==> config.mk <==
export PLATFORM = sky130hd
export DESIGN_NAME = chained_hash_set_unit
export DESIGN_NICKNAME = d
export VERILOG_FILES = /design/src/sv/chs_pkg.sv /design/src/sv/chs_bucket_mod.sv /design/src/sv/chs_head_mem.sv /design/src/sv/chs_node_mem.sv /design/src/sv/chained_hash_set_unit.sv
export SDC_FILE = /design/constraint.sdc
export NUM_CORES = 2
export LEC_CHECK = 0
export BUFFER_PORTS_ARGS = -buffer_cell sky130_fd_sc_hd__buf_2
export CELL_PAD_IN_SITES_DETAIL_PLACEMENT = 2
export CELL_PAD_IN_SITES_GLOBAL_PLACEMENT = 2
export CORE_AREA = 2 2 456 458
export CTS_CLUSTER_SIZE = 25
export DETAILED_ROUTE_END_ITERATION = 10
export DIE_AREA = 0 0 458 460
export GPL_ROUTABILITY_DRIVEN = 0
export MAX_ROUTING_LAYER = met4
export PLACE_DENSITY_LB_ADDON = 0.1
export SYNTH_ARGS = -nofsm -noshare
export SYNTH_HDL_FRONTEND = slang
export SYNTH_HIERARCHICAL = 1
export SYNTH_SLANG_ARGS = --single-unit
==> constraint.sdc <==
create_clock -name clk_i -period 6.91 [get_ports clk_i]
set_input_delay 0.3455 -clock clk_i [delete_from_list [all_inputs] [get_ports clk_i]]
set_output_delay 0.3455 -clock clk_i [all_outputs]
set_load 0.05 [all_outputs]
==> src/sv/chs_pkg.sv <==
// ----------------------------------------------------------------------------
// chs_pkg
// shared types, codes and defaults of the chained hash set unit
// ----------------------------------------------------------------------------
package chs_pkg;

  // key width, fixed by the stream format
  localparam int unsigned KEY_W = 31;

  // default sizes
  localparam int unsigned BUCKETS_DEF    = 16;
  localparam int unsigned POOL_NODES_DEF = 64;

  // key bits consumed per cycle when the bucket count is no power of two
  localparam int unsigned MOD_STEP = 4;

  // operation codes carried in tuser
  typedef enum logic [1:0] {
    KIND_INSERT = 2'd0,
    KIND_SEARCH = 2'd1,
    KIND_DELETE = 2'd2
  } kind_e;

  // result status codes
  localparam logic [1:0] ST_OK   = 2'd0;
  localparam logic [1:0] ST_MISS = 2'd1;
  localparam logic [1:0] ST_FULL = 2'd2;

  // write enables of the node store
  typedef struct packed {
    logic key_we;
    logic link_we;
  } node_wr_t;

endpackage

==> src/sv/chs_bucket_mod.sv <==
// ----------------------------------------------------------------------------
// chs_bucket_mod
// bucket index unit: key modulo the bucket count, a mask for powers of two,
// otherwise a restoring remainder that takes MOD_STEP key bits per cycle
// ----------------------------------------------------------------------------
module chs_bucket_mod #(
  parameter int unsigned BUCKETS = chs_pkg::BUCKETS_DEF
) (
  input  logic                         clk_i,
  input  logic                         rst_ni,
  input  logic                         start_i,
  input  logic [chs_pkg::KEY_W-1:0]    key_i,
  output logic                         done_o,
  output logic [$clog2(BUCKETS)-1:0]   bucket_o
);
  import chs_pkg::*;

  localparam int unsigned BktW   = $clog2(BUCKETS);
  localparam bit          IsPow2 = ((BUCKETS & (BUCKETS - 1)) == 0);

  logic [BktW-1:0] rem_q;
  logic            done_q;

  generate
    if (IsPow2) begin : g_mask
      // low key bits are the bucket
      always_ff @(posedge clk_i or negedge rst_ni) begin
        if (!rst_ni) begin
          done_q <= 1'b0;
        end else begin
          done_q <= start_i;
        end
      end

      always_ff @(posedge clk_i) begin
        if (start_i) begin
          rem_q <= key_i[BktW-1:0];
        end
      end
    end else begin : g_div
      localparam int unsigned PadW   = ((KEY_W + MOD_STEP - 1) / MOD_STEP) * MOD_STEP;
      localparam int unsigned NSteps = PadW / MOD_STEP;
      localparam int unsigned CntW   = $clog2(NSteps + 1);

      logic [PadW-1:0] sh_q;
      logic [CntW-1:0] cnt_q;
      logic [BktW-1:0] rem_nx;

      // MOD_STEP restoring steps on the narrow remainder
      always_comb begin
        logic [BktW:0]   t;
        logic [BktW-1:0] r;
        r = rem_q;
        t = '0;
        for (int unsigned i = 0; i < MOD_STEP; i++) begin
          t = {r, sh_q[PadW-1-i]};
          if (t >= (BktW+1)'(BUCKETS)) begin
            t = t - (BktW+1)'(BUCKETS);
          end
          r = t[BktW-1:0];
        end
        rem_nx = r;
      end

      // step counter and done pulse
      always_ff @(posedge clk_i or negedge rst_ni) begin
        if (!rst_ni) begin
          cnt_q  <= '0;
          done_q <= 1'b0;
        end else if (start_i) begin
          cnt_q  <= CntW'(NSteps);
          done_q <= 1'b0;
        end else if (cnt_q != '0) begin
          cnt_q  <= cnt_q - 1'b1;
          done_q <= (cnt_q == CntW'(1));
        end else begin
          done_q <= 1'b0;
        end
      end

      // key shifter and partial remainder
      always_ff @(posedge clk_i) begin
        if (start_i) begin
          sh_q  <= PadW'(key_i);
          rem_q <= '0;
        end else if (cnt_q != '0) begin
          sh_q  <= sh_q << MOD_STEP;
          rem_q <= rem_nx;
        end
      end
    end
  endgenerate

  assign done_o   = done_q;
  assign bucket_o = rem_q;

endmodule

==> src/sv/chs_head_mem.sv <==
// ----------------------------------------------------------------------------
// chs_head_mem
// chain head per bucket: one write port, one registered read port
// ----------------------------------------------------------------------------
module chs_head_mem #(
  parameter int unsigned BUCKETS    = chs_pkg::BUCKETS_DEF,
  parameter int unsigned POOL_NODES = chs_pkg::POOL_NODES_DEF
) (
  input  logic                               clk_i,
  input  logic                               we_i,
  input  logic [$clog2(BUCKETS)-1:0]         waddr_i,
  input  logic [$clog2(POOL_NODES+1)-1:0]    wdata_i,
  input  logic [$clog2(BUCKETS)-1:0]         raddr_i,
  output logic [$clog2(POOL_NODES+1)-1:0]    rdata_o
);
  import chs_pkg::*;

  localparam int unsigned NodeW = $clog2(POOL_NODES + 1);

  logic [NodeW-1:0] mem_q [BUCKETS];
  logic [NodeW-1:0] rdata_q;

  // write port
  always_ff @(posedge clk_i) begin
    if (we_i) begin
      mem_q[waddr_i] <= wdata_i;
    end
  end

  // read port
  always_ff @(posedge clk_i) begin
    rdata_q <= mem_q[raddr_i];
  end

  assign rdata_o = rdata_q;

endmodule

==> src/sv/chs_node_mem.sv <==
// ----------------------------------------------------------------------------
// chs_node_mem
// node pool: key and next link of each node, one write and one read port
// ----------------------------------------------------------------------------
module chs_node_mem #(
  parameter int unsigned POOL_NODES = chs_pkg::POOL_NODES_DEF
) (
  input  logic                               clk_i,
  input  chs_pkg::node_wr_t                  wr_i,
  input  logic [$clog2(POOL_NODES)-1:0]      waddr_i,
  input  logic [chs_pkg::KEY_W-1:0]          wkey_i,
  input  logic [$clog2(POOL_NODES+1)-1:0]    wlink_i,
  input  logic [$clog2(POOL_NODES)-1:0]      raddr_i,
  output logic [chs_pkg::KEY_W-1:0]          rkey_o,
  output logic [$clog2(POOL_NODES+1)-1:0]    rlink_o
);
  import chs_pkg::*;

  localparam int unsigned NodeW = $clog2(POOL_NODES + 1);

  logic [KEY_W-1:0] key_mem_q  [POOL_NODES];
  logic [NodeW-1:0] link_mem_q [POOL_NODES];
  logic [KEY_W-1:0] rkey_q;
  logic [NodeW-1:0] rlink_q;

  // key store
  always_ff @(posedge clk_i) begin
    if (wr_i.key_we) begin
      key_mem_q[waddr_i] <= wkey_i;
    end
    rkey_q <= key_mem_q[raddr_i];
  end

  // link store
  always_ff @(posedge clk_i) begin
    if (wr_i.link_we) begin
      link_mem_q[waddr_i] <= wlink_i;
    end
    rlink_q <= link_mem_q[raddr_i];
  end

  assign rkey_o  = rkey_q;
  assign rlink_o = rlink_q;

endmodule

==> src/sv/chained_hash_set_unit.sv <==
// ----------------------------------------------------------------------------
// chained_hash_set_unit
// hash set with separate chaining over a fixed node pool, one operation a beat
// ----------------------------------------------------------------------------
// latency, accept to result valid: every operation passes S_MOD, S_DISPATCH, S_RESP,
//   an insert also S_ALLOC when it reuses a freed node, search and delete S_WALK_RD
//   and S_WALK_CMP per chain node compared, a delete hit S_DEL_UNLINK and S_DEL_FREE
// throughput: one operation at a time, the next beat is taken in the cycle the
//   result turns valid; the chain walk, one key compare per node through the node
//   store read port, sets the rate; a bucket count that is no power of two adds
//   remainder steps in S_MOD; reset: a clearing pass empties the chain heads, tready low
// ----------------------------------------------------------------------------
module chained_hash_set_unit #(
  parameter int unsigned BUCKETS    = chs_pkg::BUCKETS_DEF,
  parameter int unsigned POOL_NODES = chs_pkg::POOL_NODES_DEF
) (
  input  logic        clk_i,
  input  logic        rst_ni,
  // input beat
  input  logic        s_axis_tvalid,
  output logic        s_axis_tready,
  input  logic [31:0] s_axis_tdata,   // [30:0] key, [31] zero
  input  logic [1:0]  s_axis_tuser,   // [1:0] kind
  // result beat
  output logic        m_axis_tvalid,
  input  logic        m_axis_tready,
  output logic [7:0]  m_axis_tdata    // [1:0] status, [2] hit, [7:3] zero
);
  import chs_pkg::*;

  localparam int unsigned BktW  = $clog2(BUCKETS);
  localparam int unsigned AddrW = $clog2(POOL_NODES);
  localparam int unsigned NodeW = $clog2(POOL_NODES + 1);
  localparam logic [NodeW-1:0] Nil = NodeW'(POOL_NODES);

  typedef enum logic [3:0] {
    S_CLEAR,
    S_IDLE,
    S_MOD,
    S_DISPATCH,
    S_ALLOC,
    S_WALK_RD,
    S_WALK_CMP,
    S_DEL_UNLINK,
    S_DEL_FREE,
    S_RESP
  } state_e;

  state_e            state_q, state_d;
  logic [BktW-1:0]   clr_q, clr_d;
  logic [NodeW-1:0]  fresh_q, fresh_d;
  logic [NodeW-1:0]  free_head_q, free_head_d;
  logic              m_valid_q, m_valid_d;

  kind_e             kind_q, kind_d;
  logic [KEY_W-1:0]  key_q, key_d;
  logic [NodeW-1:0]  cur_q, cur_d;
  logic [NodeW-1:0]  prev_q, prev_d;
  logic [NodeW-1:0]  steps_q, steps_d;
  logic [1:0]        res_status_q, res_status_d;
  logic              res_hit_q, res_hit_d;
  logic [1:0]        m_status_q, m_status_d;
  logic              m_hit_q, m_hit_d;

  logic              mod_start;
  logic              mod_done;
  logic [BktW-1:0]   bucket;

  logic              head_we;
  logic [BktW-1:0]   head_waddr;
  logic [NodeW-1:0]  head_wdata;
  logic [NodeW-1:0]  head_rdata;

  node_wr_t          node_wr;
  logic [AddrW-1:0]  node_waddr;
  logic [NodeW-1:0]  node_wlink;
  logic [AddrW-1:0]  node_raddr;
  logic [KEY_W-1:0]  node_rkey;
  logic [NodeW-1:0]  node_rlink;

  // bucket of the current key
  assign mod_start = (state_q == S_IDLE) && s_axis_tvalid;

  chs_bucket_mod #(
    .BUCKETS (BUCKETS)
  ) u_mod (
    .clk_i    (clk_i),
    .rst_ni   (rst_ni),
    .start_i  (mod_start),
    .key_i    (s_axis_tdata[KEY_W-1:0]),
    .done_o   (mod_done),
    .bucket_o (bucket)
  );

  chs_head_mem #(
    .BUCKETS    (BUCKETS),
    .POOL_NODES (POOL_NODES)
  ) u_heads (
    .clk_i   (clk_i),
    .we_i    (head_we),
    .waddr_i (head_waddr),
    .wdata_i (head_wdata),
    .raddr_i (bucket),
    .rdata_o (head_rdata)
  );

  // allocation reads the free list head, everything else the walk pointer
  assign node_raddr = ((state_q == S_DISPATCH) || (state_q == S_ALLOC)) ?
                      free_head_q[AddrW-1:0] : cur_q[AddrW-1:0];

  chs_node_mem #(
    .POOL_NODES (POOL_NODES)
  ) u_nodes (
    .clk_i   (clk_i),
    .wr_i    (node_wr),
    .waddr_i (node_waddr),
    .wkey_i  (key_q),
    .wlink_i (node_wlink),
    .raddr_i (node_raddr),
    .rkey_o  (node_rkey),
    .rlink_o (node_rlink)
  );

  // sequencer
  always_comb begin
    state_d      = state_q;
    clr_d        = clr_q;
    fresh_d      = fresh_q;
    free_head_d  = free_head_q;
    m_valid_d    = m_valid_q;
    kind_d       = kind_q;
    key_d        = key_q;
    cur_d        = cur_q;
    prev_d       = prev_q;
    steps_d      = steps_q;
    res_status_d = res_status_q;
    res_hit_d    = res_hit_q;
    m_status_d   = m_status_q;
    m_hit_d      = m_hit_q;

    head_we      = 1'b0;
    head_waddr   = bucket;
    head_wdata   = Nil;
    node_wr      = '0;
    node_waddr   = cur_q[AddrW-1:0];
    node_wlink   = head_rdata;

    if (m_valid_q && m_axis_tready) begin
      m_valid_d = 1'b0;
    end

    unique case (state_q)
      S_CLEAR: begin
        head_we    = 1'b1;
        head_waddr = clr_q;
        head_wdata = Nil;
        clr_d      = clr_q + 1'b1;
        if (clr_q == BktW'(BUCKETS - 1)) begin
          state_d = S_IDLE;
        end
      end

      S_IDLE: begin
        if (s_axis_tvalid) begin
          key_d   = s_axis_tdata[KEY_W-1:0];
          kind_d  = kind_e'(s_axis_tuser);
          state_d = S_MOD;
        end
      end

      S_MOD: begin
        if (mod_done) begin
          state_d = S_DISPATCH;
        end
      end

      S_DISPATCH: begin
        res_hit_d = 1'b0;
        unique case (kind_q)
          KIND_INSERT: begin
            if (free_head_q != Nil) begin
              state_d = S_ALLOC;
            end else if (fresh_q != Nil) begin
              // take a never used node and push it at the chain head
              node_wr.key_we  = 1'b1;
              node_wr.link_we = 1'b1;
              node_waddr      = fresh_q[AddrW-1:0];
              node_wlink      = head_rdata;
              head_we         = 1'b1;
              head_wdata      = fresh_q;
              fresh_d         = fresh_q + 1'b1;
              res_status_d    = ST_OK;
              state_d         = S_RESP;
            end else begin
              res_status_d = ST_FULL;
              state_d      = S_RESP;
            end
          end
          KIND_SEARCH, KIND_DELETE: begin
            cur_d   = head_rdata;
            prev_d  = Nil;
            steps_d = '0;
            if (head_rdata == Nil) begin
              res_status_d = ST_MISS;
              state_d      = S_RESP;
            end else begin
              state_d = S_WALK_RD;
            end
          end
          default: begin
            res_status_d = ST_MISS;
            state_d      = S_RESP;
          end
        endcase
      end

      S_ALLOC: begin
        // reuse a freed node, its link is the next free node
        node_wr.key_we  = 1'b1;
        node_wr.link_we = 1'b1;
        node_waddr      = free_head_q[AddrW-1:0];
        node_wlink      = head_rdata;
        head_we         = 1'b1;
        head_wdata      = free_head_q;
        free_head_d     = node_rlink;
        res_status_d    = ST_OK;
        res_hit_d       = 1'b0;
        state_d         = S_RESP;
      end

      S_WALK_RD: begin
        state_d = S_WALK_CMP;
      end

      S_WALK_CMP: begin
        if (node_rkey == key_q) begin
          if (kind_q == KIND_DELETE) begin
            state_d = S_DEL_UNLINK;
          end else begin
            res_status_d = ST_OK;
            res_hit_d    = 1'b1;
            state_d      = S_RESP;
          end
        end else begin
          prev_d  = cur_q;
          cur_d   = node_rlink;
          steps_d = steps_q + 1'b1;
          if ((node_rlink == Nil) || (steps_q == NodeW'(POOL_NODES - 1))) begin
            res_status_d = ST_MISS;
            res_hit_d    = 1'b0;
            state_d      = S_RESP;
          end else begin
            state_d = S_WALK_RD;
          end
        end
      end

      S_DEL_UNLINK: begin
        // bypass the matched node
        if (prev_q == Nil) begin
          head_we    = 1'b1;
          head_wdata = node_rlink;
        end else begin
          node_wr.link_we = 1'b1;
          node_waddr      = prev_q[AddrW-1:0];
          node_wlink      = node_rlink;
        end
        state_d = S_DEL_FREE;
      end

      S_DEL_FREE: begin
        // push the node on the free list
        node_wr.link_we = 1'b1;
        node_waddr      = cur_q[AddrW-1:0];
        node_wlink      = free_head_q;
        free_head_d     = cur_q;
        res_status_d    = ST_OK;
        res_hit_d       = 1'b1;
        state_d         = S_RESP;
      end

      S_RESP: begin
        if (!m_valid_q || m_axis_tready) begin
          m_valid_d  = 1'b1;
          m_status_d = res_status_q;
          m_hit_d    = res_hit_q;
          state_d    = S_IDLE;
        end
      end
    endcase
  end

  // control state and result valid
  always_ff @(posedge clk_i or negedge rst_ni) begin
    if (!rst_ni) begin
      state_q     <= S_CLEAR;
      clr_q       <= '0;
      fresh_q     <= '0;
      free_head_q <= Nil;
      m_valid_q   <= 1'b0;
    end else begin
      state_q     <= state_d;
      clr_q       <= clr_d;
      fresh_q     <= fresh_d;
      free_head_q <= free_head_d;
      m_valid_q   <= m_valid_d;
    end
  end

  // operation payload and result data
  always_ff @(posedge clk_i) begin
    kind_q       <= kind_d;
    key_q        <= key_d;
    cur_q        <= cur_d;
    prev_q       <= prev_d;
    steps_q      <= steps_d;
    res_status_q <= res_status_d;
    res_hit_q    <= res_hit_d;
    m_status_q   <= m_status_d;
    m_hit_q      <= m_hit_d;
  end

  assign s_axis_tready = (state_q == S_IDLE);
  assign m_axis_tvalid = m_valid_q;
  assign m_axis_tdata  = {5'b0, m_hit_q, m_status_q};

endmodule

==> run_results.csv <==
group,metric,value,unit
run_status,status,"finished, final reports clean",
sta,fin_crit_sh,84.6,%
yosys,synthCells,4474,
floorplan,die_w,458,um
setup_path,path_cells,"nor4b_4, nor2_2, nand2_1, nand3_1, a221o_1, nand3b_1, inv_1, nand2_1, nor2_4, buf_4",
yosys,yosysUniqueCellTypes,75,
cts,cts_max_path_buffers,4,
floorplan,die_h,460,um
sta,holdWs,0.127,ns
drt,wl,347000,um
yosys,synth_edf_count,2608,
yosys,seq_area_frac_synth,77.9,%
sta,min_period,5.84,ns
setup_path,crit_fanout,22,
global_routing,grt_use_met2,58.2,%
yosys,yosysWarnings,6,
setup_path,cp_common_cell,"nand2_1",
global_routing,grt_use_met3,4.81,%
sta,setup_viol,0,
power_and_ir_drop,power_leakage,36.4,nW
sta,hold_viol,0,
yosys,muxShareOfSynthArea,16.3,%
sta,clock.fmax,0.171,GHz
placement,port_buffers,41,
setup_path,cp.required,7.52,ns
global_routing,grt_overflow,0,
floorplan,core-area,206000,um^2
global_routing,busiest_layer,"met2",
hold_path,hold_class,"in -> reg",
sta,finClkSkew,0.0545,ns
sta,slew_viol_final,0,
power_and_ir_drop,p_per_area,370,nW/um^2
global_routing,grt_pass1_wl,478000,um
global_routing,grt_max_degree,109,
drt,antenna_left,0,
cts,clkTransAtPathRegs,0.06,ns
sta,worst_slew_pin_slew,1.40,ns
yosys,synth_top_flop_cell,"edfxtp_1",
yosys,synth-adder-area-share,0.0854,%
cts,htree_levels,5,
setup_path,cpMaxStageDelayCell,"nor2_4",
setup_path,cp-start-kind,"register",
placement,dpl.hpwl,196000,um
yosys,async_reset_ff_share,0.897,%
setup_path,crit_path_end_kind,"register",
yosys,yosys_register_bits,2677,
drt,drc_errors,0,
cts,clock_latency,0.96,ns
global_routing,antenna_found_initial,29,
yosys,syn_area,103000,um^2
setup_path,max_stage_delay,1.11,ns
drt,vias_per_cell,6.78,
cts,cts_tree,"yes",
sta,relSlewSlack,6.26,%
setup_path,crit_arrival,6.45,ns
floorplan,dieArea,211000,um^2
drt,first_pass_iters,6,
global_routing,grt_usage,34.3,%
finish,syn_to_final_growth,13.3,%
sta,rsz0062_at_grt,"false",
finish,drive_gt1_share,27.8,%
drt,drt-initial-drc-count,7535,
cts,cts-root-buf,"clkbuf_16",
floorplan,start_util,49.8,%
drt,routedWlPerCell,45.1,um
global_routing,grt_pass1_vias,55900,
run,cap_violations,0,
yosys,yosys.area_share.simple,1.96,%
yosys,avgSynthCellArea,22.9,um^2
sta,tns,0,ns
setup_path,critPathKind,"reg -> reg",
floorplan,num_io_pins,48,
cts,clock_sinks,2677,
finish,nets,4827,
yosys,synth_xor_area_share,0.383,%
global_routing,grtUsageMet1,41.8,%
yosys,synth_top_family_by_area,"multiplexers",
drt,dr_total_vias,52200,
cts,cts_buffers,302,
floorplan,rows,167,
yosys,synth_compound_area_share,2.14,%
power_and_ir_drop,peakVddDrop,0.000370,V
[layer usage]
layer	routed length [um]	part of all wire [%]	vias up
met1	126000	36	28800
met4	16800	4.8	0
met2	181000	52	2922
li1	-	-	19700
met3	24100	7.0	762
met5	0	0	-
[critical path, delay by kind of cell, from the launching register on]
family	cells	cell delay (ns)
flops	1	0.60
buf+inv	2	0.53
simple gates	7	3.80
compound gates	1	0.53
[cells by family (layout without fill, tap and decap cells)]
logic type | after synthesis | count (layout)
compound gates | 305 | 305
other cells | 1 | 13
mux | 773 | 773
xor+xnor | 44 | 44
buf+inv | 261 | 774
fa+ha+maj | 7 | 7
flops | 2677 | 2677
simple gates | 406 | 406
[synth_stat cells, drive strengths merged (35+ instances only)]
master  count  area (um^2)
clkbuf    111          417
a21oi      43          215
dfxtp      45          901
buf       131          833
o22ai      82          513
o22a       35          307
edfxtp   2608        78300
mux2i      50          500
mux4      709        16000
xor2       35          307
nor3       47          235
nand2      64          240
nor2      172          651
[per-stage QoR]
step / total power [mW] / instance area (um^2) / setup WS, ns / utilization [%] / std cells
finish: 43.0 / 116000 / 1.07 / 56.4 / 7703
global route: 43.9 / 116000 / 0.909 / 56.4 / 7700
CTS: 43.2 / 116000 / 1.19 / 56.4 / 7695
detailed placement: 27.8 / 107000 / 1.29 / 51.9 / 7144
global placement: 27.2 / 107000 / 1.52 / 51.9 / 7144
floorplan: 24.3 / 103000 / 2.40 / - / 4478
[power breakdown]
part / total, mW / switching, mW / leakage, nW / internal (mW)
combinational: 7.81 / 5.38 / 7.83 / 2.44
sequential: 19.9 / 0.389 / 24.1 / 19.5
clock: 15.3 / 6.65 / 4.39 / 8.65
total: 43.0 / 12.4 / 36.4 / 30.6
[repair_timing]
item | in CTS | in global routing
hold buffers | 38 | 0
setup buffers | 0 | 0
gates resized for setup | 0 | 0
setup endpoints to repair | 0 | 0
hold endpoints to repair | 64 | 0
[registers in the layout (all words and copies together), names as in the netlist, 2 cells and up]
register and flops:
prev_q 7, u_mod/bucket_o 4, u_nodes/link_mem_q 448, res_status_q 2, u_heads/mem_q 112, m_status_q 2
free_head_q 7, clr_q 4, key_q 31, u_heads/rdata_o 7, fresh_q 7, u_nodes/rkey_o 31
u_nodes/rlink_o 7, kind_q 2, u_nodes/key_mem_q 1984, steps_q 7, state_q 4, cur_q 7
[area by class of cell]
cell class                 instances  area [um^2]
antenna                            8         20.0
clock buffer                     391         8080
clock inverter                   122          863
fill                           16600        89800
inverter                          19         71.3
multi-input combinational       1540        22000
sequential                      2677        79800
tap                             2704         3380
timing repair buffer             242         1990
[final timing paths]
path,start,end,slack [ns],depth (start not counted)
hold reg to reg,res_status_q[0],m_status_q[0],0.43,0
hold / removal,s_axis_tdata[12],key_q[12],0.13,2
setup reg to reg,state_q[0],u_nodes/key_mem_q[25][12],1.07,10
setup / recovery,state_q[0],u_nodes/key_mem_q[25][12],1.07,10
max in group asynchronous,rst_ni,fresh_q[6],6.22,4
min in group asynchronous,rst_ni,free_head_q[6],0.51,3
[cells in the final DEF (no fill, tap or decap), types with 12 or more instances in the layout]
| cell | n |
|---|---|
| clkinv_2 | 43 |
| clkinv_1 | 61 |
| buf_2 | 41 |
| inv_1 | 18 |
| mux4_1 | 17 |
| a22o_1 | 14 |
| a21oi_1 | 43 |
| o221ai_1 | 34 |
| clkbuf_1 | 75 |
| buf_4 | 149 |
| xor2_1 | 35 |
| mux4_2 | 692 |
| nor2_1 | 106 |
| dlygate4sd3_1 | 37 |
| clkbuf_16 | 306 |
| bufinv_16 | 12 |
| mux2i_1 | 50 |
| nand3_1 | 17 |
| buf_12 | 15 |
| nor2_4 | 64 |
| nand2_1 | 63 |
| a22oi_1 | 15 |
| o21a_1 | 34 |
| nor3_1 | 46 |
| dfxtp_1 | 45 |
| edfxtp_1 | 2608 |
| o22a_1 | 35 |
| o22ai_1 | 82 |
| dfrtp_1 | 23 |
No activity file was read; power rests on OpenSTA's default activity.
